==> config.mk <==
export PLATFORM = sky130hd
export DESIGN_NAME = url_percent_decoder
export DESIGN_NICKNAME = d
export VERILOG_FILES = /design/src/rtl/upd_pkg.sv /design/src/rtl/upd_front.sv /design/src/rtl/upd_queue.sv /design/src/rtl/upd_back.sv /design/src/rtl/url_percent_decoder.sv
export SDC_FILE = /design/constraint.sdc
export NUM_CORES = 1
export LEC_CHECK = 0
export BUFFER_PORTS_ARGS = -buffer_cell sky130_fd_sc_hd__buf_4
export CAP_MARGIN = 20
export CORE_ASPECT_RATIO = 2
export CORE_MARGIN = 1
export CORE_UTILIZATION = 35
export DETAILED_ROUTE_END_ITERATION = 8
export PLACE_DENSITY = 0.51
export SKIP_CTS_REPAIR_TIMING = 1
export SLEW_MARGIN = 20
export SYNTH_ARGS = -nofsm -noshare
export SYNTH_HDL_FRONTEND = slang
export SYNTH_SLANG_ARGS = --single-unit
==> constraint.sdc <==
create_clock -name clk -period 8.65 [get_ports clk]
set_input_delay 0.865 -clock clk [delete_from_list [all_inputs] [get_ports clk]]
set_output_delay 0.865 -clock clk [all_outputs]
set_load 0.05 [all_outputs]
==> src/rtl/upd_pkg.sv <==
// ----------------------------------------------------------------------------
// upd_pkg
// Shared types, character codes and hex helpers for the url percent decoder.
// ----------------------------------------------------------------------------
package upd_pkg;

    // field widths
    localparam int BYTE_W = 8;
    localparam int LEN_W  = 16;

    // most decoded bytes one source byte can cause
    localparam int JOB_BYTES = 3;
    localparam int JOB_CNT_W = $clog2(JOB_BYTES + 1);

    // default depth of the queue between front and back
    localparam int QUEUE_DEPTH_DEFAULT = 4;

    // capacity after reset
    localparam logic [LEN_W-1:0] CAP_RESET = '1;

    // character codes
    localparam logic [BYTE_W-1:0] CHAR_PLUS  = 8'h2B;
    localparam logic [BYTE_W-1:0] CHAR_PCT   = 8'h25;
    localparam logic [BYTE_W-1:0] CHAR_SPACE = 8'h20;
    localparam logic [BYTE_W-1:0] CHAR_0     = 8'h30;
    localparam logic [BYTE_W-1:0] CHAR_9     = 8'h39;
    localparam logic [BYTE_W-1:0] CHAR_UA    = 8'h41;
    localparam logic [BYTE_W-1:0] CHAR_UF    = 8'h46;
    localparam logic [BYTE_W-1:0] CHAR_LA    = 8'h61;
    localparam logic [BYTE_W-1:0] CHAR_LF    = 8'h66;
    localparam logic [BYTE_W-1:0] UPPER_BIAS = CHAR_UA - 8'd10;
    localparam logic [BYTE_W-1:0] LOWER_BIAS = CHAR_LA - 8'd10;

    // escape tracking between items
    typedef enum logic [1:0] {
        ESC_NONE = 2'd0,
        ESC_PCT  = 2'd1,
        ESC_HEX  = 2'd2
    } esc_phase_t;

    // one decoded item handed from front to back
    typedef struct packed {
        logic [JOB_BYTES-1:0][BYTE_W-1:0] bytes;
        logic [JOB_CNT_W-1:0]             count;
        logic                             fin;
        logic [LEN_W-1:0]                 base_len;
        logic                             trunc;
    } job_t;

    function automatic logic is_hex(input logic [BYTE_W-1:0] c);
        return ((c >= CHAR_0) && (c <= CHAR_9)) ||
               ((c >= CHAR_UA) && (c <= CHAR_UF)) ||
               ((c >= CHAR_LA) && (c <= CHAR_LF));
    endfunction

    function automatic logic [3:0] hex_nibble(input logic [BYTE_W-1:0] c);
        logic [BYTE_W-1:0] diff;
        diff = c - CHAR_0;
        if ((c >= CHAR_UA) && (c <= CHAR_UF))
        begin
            diff = c - UPPER_BIAS;
        end
        else if ((c >= CHAR_LA) && (c <= CHAR_LF))
        begin
            diff = c - LOWER_BIAS;
        end
        return diff[3:0];
    endfunction

endpackage

==> src/rtl/upd_front.sv <==
// ----------------------------------------------------------------------------
// upd_front
// Accepts source bytes, tracks escapes, applies the capacity limit and queues
// the decoded bytes of each item.
// ----------------------------------------------------------------------------
module upd_front (
    input  logic                  clk,
    input  logic                  rst_n,
    input  logic                  in_valid,
    output logic                  in_stall,
    input  logic [7:0]            source_byte,
    input  logic                  final_byte,
    input  logic                  cfg_valid,
    output logic                  cfg_ready,
    input  logic [15:0]           cfg_data,
    output logic                  push_valid,
    output upd_pkg::job_t         push_job,
    input  logic                  queue_full
);
    import upd_pkg::*;

    esc_phase_t              phase_reg, phase_next;
    logic [BYTE_W-1:0]       held_reg, held_next;
    logic [LEN_W-1:0]        pc_reg, pc_next;
    logic                    ovf_reg, ovf_next;
    logic [LEN_W-1:0]        cap_reg;

    logic                    accept;
    logic [BYTE_W-1:0]       cand [JOB_BYTES];
    logic [JOB_CNT_W-1:0]    cand_cnt;
    esc_phase_t              phase_mid;
    logic [BYTE_W-1:0]       held_mid;
    logic [LEN_W-1:0]        room;
    logic [JOB_CNT_W-1:0]    allowed;
    logic [LEN_W-1:0]        pc_after;
    logic                    ovf_after;

    assign accept    = in_valid && !queue_full;
    assign in_stall  = queue_full;
    assign cfg_ready = 1'b1;

    // capacity register
    always_ff @(posedge clk or negedge rst_n)
    begin
        if (!rst_n)
        begin
            cap_reg <= CAP_RESET;
        end
        else if (cfg_valid && cfg_ready)
        begin
            cap_reg <= cfg_data;
        end
    end

    // escape decode into up to three candidate bytes
    always_comb
    begin
        logic [JOB_CNT_W-1:0] n;
        logic                 fresh;
        n         = '0;
        fresh     = 1'b0;
        phase_mid = ESC_NONE;
        held_mid  = held_reg;
        for (int i = 0; i < JOB_BYTES; i++)
        begin
            cand[i] = '0;
        end

        unique case (phase_reg)
            ESC_PCT:
            begin
                if (is_hex(source_byte))
                begin
                    held_mid  = source_byte;
                    phase_mid = ESC_HEX;
                end
                else
                begin
                    cand[0] = CHAR_PCT;
                    n       = JOB_CNT_W'(1);
                    fresh   = 1'b1;
                end
            end
            ESC_HEX:
            begin
                if (is_hex(held_reg) && is_hex(source_byte))
                begin
                    cand[0] = {hex_nibble(held_reg), hex_nibble(source_byte)};
                    n       = JOB_CNT_W'(1);
                end
                else
                begin
                    cand[0] = CHAR_PCT;
                    cand[1] = held_reg;
                    n       = JOB_CNT_W'(2);
                    fresh   = 1'b1;
                end
            end
            default:
            begin
                fresh = 1'b1;
            end
        endcase

        // byte decoded on its own
        if (fresh)
        begin
            if (source_byte == CHAR_PLUS)
            begin
                cand[n[1:0]] = CHAR_SPACE;
                n            = n + JOB_CNT_W'(1);
            end
            else if (source_byte == CHAR_PCT)
            begin
                phase_mid = ESC_PCT;
            end
            else
            begin
                cand[n[1:0]] = source_byte;
                n            = n + JOB_CNT_W'(1);
            end
        end

        // escape cut off by end of text
        if (final_byte)
        begin
            if (phase_mid == ESC_PCT)
            begin
                cand[n[1:0]] = CHAR_PCT;
                n            = n + JOB_CNT_W'(1);
            end
            else if (phase_mid == ESC_HEX)
            begin
                cand[0] = CHAR_PCT;
                cand[1] = held_mid;
                n       = JOB_CNT_W'(2);
            end
        end
        cand_cnt = n;
    end

    // capacity limit
    always_comb
    begin
        room      = (pc_reg < cap_reg) ? (cap_reg - pc_reg) : '0;
        allowed   = (room >= LEN_W'(cand_cnt)) ? cand_cnt : room[JOB_CNT_W-1:0];
        pc_after  = pc_reg + LEN_W'(allowed);
        ovf_after = ovf_reg || (allowed != cand_cnt);
    end

    // job to the queue
    always_comb
    begin
        push_valid = accept && ((allowed != '0) || final_byte);
        for (int i = 0; i < JOB_BYTES; i++)
        begin
            push_job.bytes[i] = cand[i];
        end
        push_job.count    = allowed;
        push_job.fin      = final_byte;
        push_job.base_len = pc_reg;
        push_job.trunc    = ovf_after;
    end

    // next state
    always_comb
    begin
        phase_next = phase_reg;
        held_next  = held_reg;
        pc_next    = pc_reg;
        ovf_next   = ovf_reg;
        if (accept)
        begin
            if (final_byte)
            begin
                phase_next = ESC_NONE;
                held_next  = '0;
                pc_next    = '0;
                ovf_next   = 1'b0;
            end
            else
            begin
                phase_next = phase_mid;
                held_next  = held_mid;
                pc_next    = pc_after;
                ovf_next   = ovf_after;
            end
        end
    end

    always_ff @(posedge clk or negedge rst_n)
    begin
        if (!rst_n)
        begin
            phase_reg <= ESC_NONE;
            held_reg  <= '0;
            pc_reg    <= '0;
            ovf_reg   <= 1'b0;
        end
        else
        begin
            phase_reg <= phase_next;
            held_reg  <= held_next;
            pc_reg    <= pc_next;
            ovf_reg   <= ovf_next;
        end
    end

    // a finished text leaves a clean state
    a_text_end_clears: assert property (@(posedge clk) disable iff (!rst_n)
        (accept && final_byte) |=> (phase_reg == ESC_NONE && pc_reg == '0 && !ovf_reg))
        else $error("state not cleared after final item");

endmodule

==> src/rtl/upd_queue.sv <==
// ----------------------------------------------------------------------------
// upd_queue
// Short first-in first-out queue of decoded items between front and back.
// ----------------------------------------------------------------------------
module upd_queue #(
    parameter int DEPTH = upd_pkg::QUEUE_DEPTH_DEFAULT
) (
    input  logic                  clk,
    input  logic                  rst_n,
    input  logic                  push_valid,
    input  upd_pkg::job_t         push_job,
    output logic                  full,
    output logic                  pop_valid,
    input  logic                  pop_ready,
    output upd_pkg::job_t         pop_job
);
    import upd_pkg::*;

    localparam int PTR_W = (DEPTH > 1) ? $clog2(DEPTH) : 1;
    localparam int CNT_W = $clog2(DEPTH + 1);

    job_t              store [DEPTH];
    logic [PTR_W-1:0]  wr_ptr_reg, wr_ptr_next;
    logic [PTR_W-1:0]  rd_ptr_reg, rd_ptr_next;
    logic [CNT_W-1:0]  count_reg, count_next;
    logic              do_push;
    logic              do_pop;

    assign full      = (count_reg == CNT_W'(DEPTH));
    assign pop_valid = (count_reg != '0);
    assign do_push   = push_valid && !full;
    assign do_pop    = pop_ready && pop_valid;
    assign pop_job   = store[rd_ptr_reg];

    // entry storage
    always_ff @(posedge clk)
    begin
        if (do_push)
        begin
            store[wr_ptr_reg] <= push_job;
        end
    end

    // pointers and fill level
    always_comb
    begin
        wr_ptr_next = wr_ptr_reg;
        rd_ptr_next = rd_ptr_reg;
        count_next  = count_reg;
        if (do_push)
        begin
            wr_ptr_next = (wr_ptr_reg == PTR_W'(DEPTH - 1)) ? '0 : wr_ptr_reg + PTR_W'(1);
        end
        if (do_pop)
        begin
            rd_ptr_next = (rd_ptr_reg == PTR_W'(DEPTH - 1)) ? '0 : rd_ptr_reg + PTR_W'(1);
        end
        if (do_push && !do_pop)
        begin
            count_next = count_reg + CNT_W'(1);
        end
        else if (do_pop && !do_push)
        begin
            count_next = count_reg - CNT_W'(1);
        end
    end

    always_ff @(posedge clk or negedge rst_n)
    begin
        if (!rst_n)
        begin
            wr_ptr_reg <= '0;
            rd_ptr_reg <= '0;
            count_reg  <= '0;
        end
        else
        begin
            wr_ptr_reg <= wr_ptr_next;
            rd_ptr_reg <= rd_ptr_next;
            count_reg  <= count_next;
        end
    end

    // fill level stays in range
    a_count_range: assert property (@(posedge clk) disable iff (!rst_n)
        count_reg <= CNT_W'(DEPTH))
        else $error("queue fill level out of range");

endmodule

==> src/rtl/upd_back.sv <==
// ----------------------------------------------------------------------------
// upd_back
// Takes queued items apart into one result per cycle while the output is not
// stalled, and holds each result in an output register until it is taken.
// ----------------------------------------------------------------------------
module upd_back (
    input  logic                  clk,
    input  logic                  rst_n,
    input  logic                  pop_valid,
    output logic                  pop_ready,
    input  upd_pkg::job_t         pop_job,
    output logic                  out_valid,
    input  logic                  out_stall,
    output logic [7:0]            decoded_byte,
    output logic                  byte_present,
    output logic                  run_last,
    output logic                  stream_done,
    output logic [15:0]           decoded_length,
    output logic                  truncated
);
    import upd_pkg::*;

    logic [JOB_CNT_W-1:0]  idx_reg, idx_next;
    logic                  out_valid_reg, out_valid_next;
    logic [BYTE_W-1:0]     byte_reg;
    logic                  present_reg;
    logic                  last_reg;
    logic                  done_reg;
    logic [LEN_W-1:0]      len_reg;
    logic                  trunc_reg;

    logic                  advance;
    logic                  take;
    logic                  bare;
    logic                  last;
    logic [BYTE_W-1:0]     pick;

    assign advance   = !out_valid_reg || !out_stall;
    assign take      = advance && pop_valid;
    assign bare      = (pop_job.count == '0);
    assign last      = bare || (idx_reg == pop_job.count - JOB_CNT_W'(1));
    assign pop_ready = take && last;

    // select the byte of this step
    always_comb
    begin
        pick = '0;
        if (!bare)
        begin
            unique case (idx_reg)
                JOB_CNT_W'(0): pick = pop_job.bytes[0];
                JOB_CNT_W'(1): pick = pop_job.bytes[1];
                JOB_CNT_W'(2): pick = pop_job.bytes[2];
                default:       pick = '0;
            endcase
        end
    end

    // step index and output valid
    always_comb
    begin
        idx_next       = idx_reg;
        out_valid_next = out_valid_reg;
        if (advance)
        begin
            out_valid_next = pop_valid;
        end
        if (take)
        begin
            idx_next = last ? '0 : idx_reg + JOB_CNT_W'(1);
        end
    end

    always_ff @(posedge clk or negedge rst_n)
    begin
        if (!rst_n)
        begin
            idx_reg       <= '0;
            out_valid_reg <= 1'b0;
        end
        else
        begin
            idx_reg       <= idx_next;
            out_valid_reg <= out_valid_next;
        end
    end

    // output payload register
    always_ff @(posedge clk)
    begin
        if (take)
        begin
            byte_reg    <= pick;
            present_reg <= !bare;
            last_reg    <= last;
            done_reg    <= last && pop_job.fin;
            len_reg     <= bare ? pop_job.base_len
                                : pop_job.base_len + LEN_W'(idx_reg) + LEN_W'(1);
            trunc_reg   <= pop_job.trunc;
        end
    end

    assign out_valid      = out_valid_reg;
    assign decoded_byte   = byte_reg;
    assign byte_present   = present_reg;
    assign run_last       = last_reg;
    assign stream_done    = done_reg;
    assign decoded_length = len_reg;
    assign truncated      = trunc_reg;

    // step index never passes the largest job
    a_idx_range: assert property (@(posedge clk) disable iff (!rst_n)
        idx_reg < JOB_CNT_W'(JOB_BYTES))
        else $error("step index out of range");

    // retiring a job shows its last result next
    a_pop_marks_last: assert property (@(posedge clk) disable iff (!rst_n)
        pop_ready |=> (out_valid_reg && last_reg))
        else $error("job retired without last result");

endmodule

==> src/rtl/url_percent_decoder.sv <==
// ----------------------------------------------------------------------------
// url_percent_decoder
// Form-urlencoded percent decoder: one source byte per item in, one decoded
// byte per result out, with capacity limit and end-of-text summary.
// ----------------------------------------------------------------------------
//  channel  | handshake              | payload
//  ---------+------------------------+---------------------------------------
//  in       | in_valid / in_stall    | source_byte, final_byte
//  out      | out_valid / out_stall  | decoded_byte, byte_present, run_last,
//           |                        | stream_done, decoded_length, truncated
//  cfg      | cfg_valid / cfg_ready  | cfg_data (output_capacity)
//
//  One item is accepted per cycle while the item queue has room.
//  The back end delivers one result per cycle while out_stall is low, and an
//  item with several results holds it until all of them are out; the first
//  result passes the queue store and the output register to the outputs.
//  Reset clears escape state, counters, queue and output valid; capacity = 65535.
//  out_stall holds the output register; in_stall rises only when the queue
//  is full.
// ----------------------------------------------------------------------------
module url_percent_decoder #(
    parameter int QUEUE_DEPTH = upd_pkg::QUEUE_DEPTH_DEFAULT
) (
    input  logic        clk,
    input  logic        rst_n,
    input  logic        in_valid,
    output logic        in_stall,
    input  logic [7:0]  source_byte,
    input  logic        final_byte,
    input  logic        cfg_valid,
    output logic        cfg_ready,
    input  logic [15:0] cfg_data,
    output logic        out_valid,
    input  logic        out_stall,
    output logic [7:0]  decoded_byte,
    output logic        byte_present,
    output logic        run_last,
    output logic        stream_done,
    output logic [15:0] decoded_length,
    output logic        truncated
);
    import upd_pkg::*;

    logic  push_valid;
    job_t  push_job;
    logic  queue_full;
    logic  pop_valid;
    logic  pop_ready;
    job_t  pop_job;

    // classify and limit
    upd_front u_front (
        .clk         (clk),
        .rst_n       (rst_n),
        .in_valid    (in_valid),
        .in_stall    (in_stall),
        .source_byte (source_byte),
        .final_byte  (final_byte),
        .cfg_valid   (cfg_valid),
        .cfg_ready   (cfg_ready),
        .cfg_data    (cfg_data),
        .push_valid  (push_valid),
        .push_job    (push_job),
        .queue_full  (queue_full)
    );

    // decouple front and back
    upd_queue #(
        .DEPTH (QUEUE_DEPTH)
    ) u_queue (
        .clk        (clk),
        .rst_n      (rst_n),
        .push_valid (push_valid),
        .push_job   (push_job),
        .full       (queue_full),
        .pop_valid  (pop_valid),
        .pop_ready  (pop_ready),
        .pop_job    (pop_job)
    );

    // emit results
    upd_back u_back (
        .clk            (clk),
        .rst_n          (rst_n),
        .pop_valid      (pop_valid),
        .pop_ready      (pop_ready),
        .pop_job        (pop_job),
        .out_valid      (out_valid),
        .out_stall      (out_stall),
        .decoded_byte   (decoded_byte),
        .byte_present   (byte_present),
        .run_last       (run_last),
        .stream_done    (stream_done),
        .decoded_length (decoded_length),
        .truncated      (truncated)
    );

endmodule

[Word level (Yosys, flattened, before mapping)]
Memory sizes are Yosys's and may differ from the RTL's.
Cells that the tools add are included.
Storage, ports and cells
  register bits: 81
  latch bits: 0
  RAM bits: 176
  memory bits (read-only): 0
  bits of input ports: 30
  output and inout port bits: 31
  word-level logic and storage cells: 166
  memories kept: 1
Cells by class
  $add $sub $neg: 18
  multipliers: 0
  divide/modulo/power cells: 0
  $lt $le $gt $ge: 18
  equal/unequal tests: 13
  shift-type cells: 0
  multiplexer cells: 55
  bitwise operators: 8
  reduce and logical (&&, ||, !) cells: 37
Memories
  u_queue.store: depth 4, bits a word 44, rd ports 1, clocked after Yosys merged registers in 0, write ports 1, line upd_queue.sv:22  | job_t store [DEPTH];
Operators by type and width (number)
  24-bit two-way mux: 4
  16-bit two-way mux: 5
  8-bit two-way mux: 9
  2-bit two-way mux: 17
  16-bit by 2-bit adder with 16-bit output: 2
  8-bit demux with 2-bit select: 2
  8-bit by 7-bit greater-or-equal comparator with 1-bit output, second input constant: 4
  8-bit by 7-bit less-or-equal comparator with 1-bit output, second input constant: 4
  24-bit bitwise mux: 1
  8-bit case mux with 3 select lines: 1
  21-bit bitwise AND: 1
  21-bit NOT: 1
  1-bit logical AND: 18
  16-bit by 1-bit adder with 16-bit output, second input constant: 1
  8-bit by 6-bit equality test with 1-bit output, second input constant: 2
  16-bit by 2-bit greater-or-equal comparator with 1-bit output: 1
  8-bit by 6-bit greater-or-equal comparator with 1-bit output, second input constant: 2
  8-bit by 6-bit less-or-equal comparator with 1-bit output, second input constant: 2
  16-bit < comparator: 1
  4-bit two-way mux: 4
  8-bit case mux with 2 select lines: 1
  16-bit subtractor: 1
  4-bit by 3-bit subtractor with 4-bit output, second input constant: 4
  15-bit bitwise AND: 1
  other kinds (26): 60

[Longest topological paths before layout]
Gate-level depths: netlist of run 1.
  depth in word-level cells: 24
  gate-level depth with buffers: 33
  mapped depth without buffers: 32

[Modules after synthesis]
Synthesis of run 1 repeated with hierarchy kept, for this count alone.
Unflattened totals
  cell total of the unflattened synthesis: 914
  area, all modules: 12589.6 um^2
By module, submodules not included
  upd_queue: times used 1, cells an instance 267, area each 6870.3 um^2, sequential area each 5460.2 um^2
  upd_front: times used 1, cells an instance 520, area each 4162.7 um^2, sequential area each 1096.1 um^2
  upd_back: times used 1, cells an instance 127, area each 1556.5 um^2, sequential area each 915.9 um^2

[Worst setup path after synthesis of run 1]
No wires, ideal clock.
  kind: input-to-reg
  from: input port source_byte[3]
  to: memory u_queue.store[3][0] in the netlist's numbering (enable)
  library setup time: 406 ps
  data arrival time: 7445 ps
  data required time: 8244 ps
  setup slack: 799 ps
  stages on the path: 27
  buffers on the path: 2
  path through: clkbuf_1 -> or4b_1 -> a21oi_1 -> a21o_1 -> nand3_1 -> a21oi_1 -> inv_1 -> ha_1 -> nand2_1 -> nand2_1 -> a2bb2oi_1 -> inv_1 -> ha_1 -> and3_1 -> a22oi_2 -> inv_2 -> ha_1 -> a21o_1 -> or4_1 -> a211oi_1 -> and4_1 -> o2111a_1 -> and4_1 -> clkbuf_1 -> a2111oi_1 -> a21oi_2 -> and2_1
On the way
  cells in the longest elaborated chain, start to end: 22
  elaborated cells between the ends (all ways): 43
  those cells by class: add/sub (2); order compare (7); eq/ne (4); mux (20); reduce/logical (10)
Ends and longest elaborated chain
  start, declared: line url_percent_decoder.sv:28  | input logic [7:0] source_byte,
  8-bit by 6-bit greater-or-equal comparator with 1-bit output (tied with other cells): line upd_pkg.sv:51  | return ((c >= CHAR_0) && (c <= CHAR_9)) ||
  1-bit logical AND (on tied branches): line upd_pkg.sv:51, upd_pkg.sv:52
  1-bit logical OR: line upd_pkg.sv:51
  1-bit logical OR: line upd_pkg.sv:52  | ((c >= CHAR_UA) && (c <= CHAR_UF)) ||
  1-bit logical AND: line upd_front.sv:86  | if (is_hex(held_reg) && is_hex(source_byte))
  2-bit two-way mux: line upd_front.sv:86
  2-bit case mux with 2 select lines: line upd_front.sv:69  | unique case (phase_reg)
  2-bit by 1-bit adder with 2-bit output: line upd_front.sv:111, upd_front.sv:120
  (+7 left out)
  2-bit two-way mux (*): line upd_front.sv:146  | allowed = (room >= LEN_W'(cand_cnt)) ? cand_cnt : room[JOB_CNT_W-1:0];
  2-bit nonzero test (*): line upd_front.sv:154  | push_valid = accept && ((allowed != '0) || final_byte);
  1-bit logical OR (*): line upd_front.sv:154
  1-bit logical AND (*): line upd_front.sv:154
  1-bit logical AND (*): line upd_queue.sv:31  | assign do_push = push_valid && !full;
  via u_queue.do_push: line upd_queue.sv:26  | logic do_push;
  1-bit two-way mux (*): line upd_queue.sv:38  | if (do_push)
  1-bit two-way mux (not written as such) (*): line upd_queue.sv:40  | store[wr_ptr_reg] <= push_job;
  end, declared: line upd_queue.sv:22
The timed path passes the listed nets; every way through them passes the cells marked *.

[Final worst setup path of run 1]
  from: input port source_byte[3]
  to: register u_queue.count_reg[2]
On the way
  cells in the longest elaborated chain, start to end: 23
  elaborated cells between the ends (all ways): 46
  those cells by class: add/sub (2); order compare (7); eq/ne (4); mux (19); reduce/logical (14)
Ends and longest elaborated chain
  8-bit by 6-bit greater-or-equal comparator with 1-bit output (tied with other cells): line upd_pkg.sv:51
  1-bit logical AND (on tied branches): line upd_pkg.sv:51, upd_pkg.sv:52
  1-bit logical OR: line upd_pkg.sv:51
  1-bit logical OR: line upd_pkg.sv:52
  1-bit logical AND: line upd_front.sv:86
  2-bit two-way mux: line upd_front.sv:86
  2-bit case mux with 2 select lines: line upd_front.sv:69
  2-bit by 1-bit adder with 2-bit output: line upd_front.sv:111, upd_front.sv:120
  (+8 left out)
  2-bit nonzero test (*): line upd_front.sv:154
  1-bit logical OR (*): line upd_front.sv:154
  1-bit logical AND (*): line upd_front.sv:154
  1-bit logical AND (*): line upd_queue.sv:31
  via u_queue.do_push: line upd_queue.sv:26
  1-bit zero test: line upd_queue.sv:62  | else if (do_pop && !do_push)
  1-bit logical AND: line upd_queue.sv:62
  2-bit nonzero test (no line)
  end signal, assigned: line upd_queue.sv:80  | count_reg <= count_next;
  end, declared: line upd_queue.sv:25  | logic [CNT_W-1:0] count_reg, count_next;
Marked as above.
A chain may end at the register's enable or synchronous reset.

==> flow_metrics.tcl, run 1 <==
set metrics [dict create \
    status "finished clean" \
    ant_nets 0 \
    initial_core_util_pct 35.51 \
    period_needed_ps 7604 \
    busiest_layer "met2" \
    fin_util_pct 40.49 \
    synth.most_common_cell "edfxtp_1" \
    ys.flop_type "edfxtp_1" \
    reg2reg_slack_ps 1160 \
    routed_wl_mm 30.22 \
    rr_worst_depth 32 \
    r2r_start "u_front.held_reg[0]$_DFFE_PN0P_" \
    drcViolationCount 0 \
    dp_hpwl_mm 21.44 \
    critPathLaunchType "input pin" \
    met2_usage_pct 32.53 \
    fmax_mhz 131.5 \
    fin_tns_setup_ps 0 \
    crit_path_max_fanout 11 \
    insertion_delay_ps 530 \
    hold_viol_final 0 \
    area_delta_synth_final_pct 14.03 \
    end_kind "flop" \
    finClkSkew_ps 9.247 \
    rsz0062_at_grt "false" \
    worst_pin_slew_ps 930.1 \
    p_leak_nw 5.238 \
    p_total_mw 4.518 \
    n_antenna_cell 0 \
    grt.total_usage_pct 17.06 \
    fill_cells 3313 \
    async_reset_ff_share_pct 20.62 \
    crit_path_frequent_cell "ha_1" \
    gp_congestion 0.9659 \
    row_count 98 \
    via_count 8008 \
    synth_top_cell_area_share_pct 48.35 \
    cp.arrival_ps 8050 \
    syn-cell-area_sq_mm 0.01267 \
    grt_max_degree 54 \
    cts_root_buf "clkbuf_16" \
    cts_tree "done" \
    ioPinCount 61 \
    p_per_area_mw_per_mm2 312.7 \
    drt_pass1_iterations 5 \
    period_share_pct 87.91 \
    ys_top_cells_by_count "edfxtp_1 (204), nand2_1 (92), a21oi_1 (61)" \
    nets 1109 \
    max_slew_margin_pct 37.99 \
    die_y_um 271.1 \
    cp.required_ps 9090 \
    yosysWarnings 0 \
    crit_type "input pin to flop" \
    drtIter0Drc 451 \
    synth_edf_count 204 \
    setup_viol 0 \
    synth_cell_types 76 \
    die_w_um 136.5 \
    slew_violations 0 \
    grt_overflow_total 0 \
    core_sq_mm 0.03568 \
    first_global_vias 8396 \
    regMostFlops "u_queue.store" \
    clock_sinks 257 \
    synth.area.top_cells "edfxtp_1 (48%), mux4_2 (7.8%), dfrtp_1 (7.3%)" \
    drive_above_1_share_pct 20.19 \
    drv_cap 0 \
    peakVddDrop_uv 186.2 \
    synth-seq-area-share_pct 58.98 \
    grt_pass1_wl_mm 47.67 \
    antenna_found_initial 0 \
    final_cell_area_sq_mm 0.01445 \
    wire_per_inst_um 20.21 \
    ys_seq_elements 257 \
    place_area_sq_mm 0.01369 \
    grt_use_met1_pct 18.58 \
    dieArea_sq_mm 0.03701 \
    numCtsBuffers 25 \
    largest_register_ffs 176 \
    dp_cells 1450 \
    syn_nets 1051 \
    hold_class "input pin to async pin" \
    cts_buffer_depth 3 \
    yosysTopAreaCell "edfxtp_1" \
    portBuffers 59 \
    r2r_end "u_queue.count_reg[2]$_DFFE_PN0P_" \
    worst_path_max_delay_cell "or4_1" \
    synth_cells 969 \
    slowest_delay_ps 550 \
    final_cells 1495 \
    use_met3_pct 1.874 \
    viasPerCell 5.357 \
    clk_pin_slew_ps 70 \
    cts-htree-levels 1 \
    synth.avg_cell_area_sq_um 13.07 \
]
layout by cell type, fill, tap and decap left out, drive strengths merged, types with 8 or more instances in the layout:
master and count:
a211oi 13, a21oi 62, a22oi 16, and2 15
and3 12, buf 76, clkbuf 34, dfrtp 37
dfstp 16, edfxtp 204, ha 49, inv 63
mux2 23, mux2i 10, mux4 44, nand2 92
nand3 26, nand4 8, nor2 44, nor3 15
o21ai 46, xnor2 18
metal layers:
| metal | up-vias | part of all wire (%) |
|---|---|---|
| met3 | 58 | 2.9 |
| met4 | 0 | 3.4 |
| met1 | 3981 | 38 |
| li1 | 3798 | - |
| met2 | 171 | 56 |
| met5 | - | 0 |
cells by family after synthesis:
family,share of synthesized area [%]
flip-flops,58.98
AND/OR/NAND/NOR,9.352
AO/OA/AOI/OAI,10.76
buffers and inverters,3.180
multiplexers,10.66
adder cells (fa/ha/maj),5.313
XOR/XNOR,1.728
other,0.02960
worst max path at each step:
stage | endpoint | slack [ps] | from | cells past startpoint
floorplan | u_queue.store[3][0]$_DFFE_PP_ | 800 | source_byte[3] | 27
global placement | u_queue.count_reg[2]$_DFFE_PN0P_ | 680 | source_byte[3] | 31
detailed placement | u_queue.count_reg[2]$_DFFE_PN0P_ | 540 | source_byte[3] | 31
CTS | u_queue.count_reg[2]$_DFFE_PN0P_ | 1050 | source_byte[3] | 31
global route | u_queue.count_reg[2]$_DFFE_PN0P_ | 380 | u_front.held_reg[0]$_DFFE_PN0P_ | 32
finish | u_queue.count_reg[2]$_DFFE_PN0P_ | 1050 | source_byte[3] | 31
report_power, final:
group | internal [mW] | switching (mW)
combinational | 0.650 | 1.02
sequential | 1.70 | 0.120
clock | 0.557 | 0.468
area by class of cell:
type	instances	area (sq um)	area share, %
multi-input combinational	607	4811	33.30
clock inverter	11	73.82	0.5110
inverter	60	225.2	1.559
tap	450	563.0	3.897
clock buffer	34	679.4	4.703
timing repair buffer	76	620.6	4.295
sequential	257	7475	51.74
critical path: cells and delay by family:
kind                     cells  cell delay [ps]
AO/OA/AOI/OAI               10             2580
XOR/XNOR                     2              330
adder cells (fa/ha/maj)      5             1480
buffers and inverters        5              510
AND/OR/NAND/NOR              9             2270
through the flow:
stage / setup slack [ps] / hold WS [ps]
floorplan: 799.4 / 456.0
global placement: 680.1 / 477.8
detailed placement: 536.4 / 484.8
CTS: 1049 / 420.0
global route: 381.8 / 457.9
finish: 1046 / 412.4
Power figures use the tool's default switching activity.
==> inputs of run 2 (changes only) <==
--- a/config.mk
+++ b/config.mk
@@ -5,7 +5,7 @@
 export SDC_FILE = /design/constraint.sdc
 export NUM_CORES = 1
 export LEC_CHECK = 0
-export BUFFER_PORTS_ARGS = -buffer_cell sky130_fd_sc_hd__buf_4
+export BUFFER_PORTS_ARGS = -buffer_cell sky130_fd_sc_hd__buf_2
 export CAP_MARGIN = 20
 export CORE_ASPECT_RATIO = 2
 export CORE_MARGIN = 1
==> flow_metrics.tcl, run 2 (synthesized netlist as in run 1, its figures left out) <==
set metrics [dict create \
    status "finished clean" \
    drive_above_1_share_pct 20.08 \
    drv_cap 0 \
    cp.required_ps 9110 \
    slowest_delay_ps 550 \
    final_cell_mix "edfxtp_1 (204), nand2_1 (92), a21oi_1 (60)" \
    finClkSkew_ps 21.48 \
    drcViolationCount 0 \
    n_antenna_cell 0 \
    grt_overflow_total 0 \
    insertion_delay_ps 540 \
    die_w_um 136.5 \
    end_kind "flop" \
    period_needed_ps 7628 \
    crit_path_frequent_cell "ha_1" \
    largest_register_ffs 176 \
    grt.total_usage_pct 16.83 \
    nets 1111 \
    cts-htree-levels 1 \
    layout_setup_ws_ps 1022 \
    routed_wl_mm 29.97 \
    gp_congestion 0.9601 \
    area_delta_synth_final_pct 12.48 \
    period_share_pct 88.18 \
    critPathLaunchType "input pin" \
    initial_core_util_pct 35.51 \
    cts_root_buf "clkbuf_16" \
    hold_viol_final 0 \
    ioPinCount 61 \
    holdWs_ps 480.8 \
    numCtsBuffers 25 \
    drt_pass1_iterations 5 \
    dp_hpwl_mm 21.33 \
    wire_per_inst_um 20.03 \
    regMostFlops "u_queue.store" \
    crit_path_max_fanout 11 \
    row_count 98 \
    grt_max_degree 54 \
    p_leak_nw 5.165 \
    cp.arrival_ps 8090 \
    dieArea_sq_mm 0.03701 \
    first_global_vias 8453 \
    core_sq_mm 0.03568 \
    fmax_mhz 131.1 \
    peakVddDrop_uv 161.2 \
    cts_buffer_depth 3 \
    hold_class "input pin to async pin" \
    worst_path_max_delay_cell "or4b_1" \
    cts_tree "done" \
    max_slew_margin_pct 41.51 \
    p_per_area_mw_per_mm2 311.0 \
    worst_pin_slew_ps 863.7 \
    fin_tns_setup_ps 0 \
    ant_nets 0 \
    clk_pin_slew_ps 70 \
    antenna_found_initial 0 \
    portBuffers 59 \
    grt_pass1_wl_mm 47.20 \
    slew_violations 0 \
    rsz0062_at_grt "false" \
    crit_type "input pin to flop" \
    die_y_um 271.1 \
    p_total_mw 4.432 \
    setup_viol 0 \
    pre_cts_ws_ps 503.8 \
    via_count 8111 \
    drtIter0Drc 465 \
    viasPerCell 5.422 \
    clock_sinks 257 \
    layout_commonest_cell "edfxtp_1" \
]
run 2: cell types whose count changed in the layout (fill, tap and decap cells not counted), sizes merged:
cell	change
buf	+2
clkbuf	-3
clkinvlp	+2
run 2: path summary, 6_finish.rpt:
kind	from	end	slack, ps	depth (start not counted)
max reg2reg	u_front.held_reg[0]$_DFFE_PN0P_	u_queue.count_reg[2]$_DFFE_PN0P_	1120	32
max	source_byte[3]	u_queue.count_reg[2]$_DFFE_PN0P_	1020	31
min reg2reg	u_queue.count_reg[2]$_DFFE_PN0P_	u_queue.count_reg[2]$_DFFE_PN0P_	490	1
max in group asynchronous	rst_n	u_queue.rd_ptr_reg[1]$_DFFE_PN0P_	7610	2
min	rst_n	u_front.pc_reg[12]$_DFFE_PN0P_	480	2
min in group clk	u_queue.count_reg[2]$_DFFE_PN0P_	u_queue.count_reg[2]$_DFFE_PN0P_	490	1
run 2: metal layers:
| metal | up-vias | part of all wire (%) | GRT usage, % |
|---|---|---|---|
| met1 | 4063 | 38 | 18.12 |
| met2 | 176 | 55 | 31.65 |
| li1 | 3792 | - | - |
| met4 | 0 | 4.5 | 8.187 |
| met3 | 80 | 3.1 | 1.874 |
| met5 | - | 0 | 0 |
run 2: layout make-up:
cell class | count | area [sq um]
Clock buffer | 31 | 658.1
Tap cell | 450 | 563.0
Clock inverter | 13 | 81.33
Fill cell | 3348 | 21430
Timing Repair Buffer | 78 | 437.9
Multi-Input combinational cell | 607 | 4811
Sequential cell | 257 | 7475
Inverter | 60 | 225.2
run 2: stage by stage:
| stage | instances | utilization [%] | cell area [sq um] |
|---|---|---|---|
| floorplan | 969 | - | 12670 |
| global placement | 1452 | 37.87 | 13510 |
| detailed placement | 1452 | 37.87 | 13510 |
| CTS | 1496 | 39.94 | 14250 |
| global route | 1496 | 39.94 | 14250 |
| finish | 1496 | 39.94 | 14250 |
run 2: critical path, delay by kind of cell:
family / cells / cell delay, ps
xor gates and xnor gates: 2 / 310
AOI/OAI and AO/OA: 10 / 2600
buffers and inverters: 5 / 530
and+or+nand+nor: 9 / 2280
adders and majority gates: 5 / 1500
run 2: report_power, final:
group | internal (mW) | leakage, nW | switching, mW
clock | 0.543 | 0.351 | 0.464
sequential | 1.70 | 2.56 | 0.131
combinational | 0.596 | 2.25 | 0.994
total | 2.84 | 5.17 | 1.59
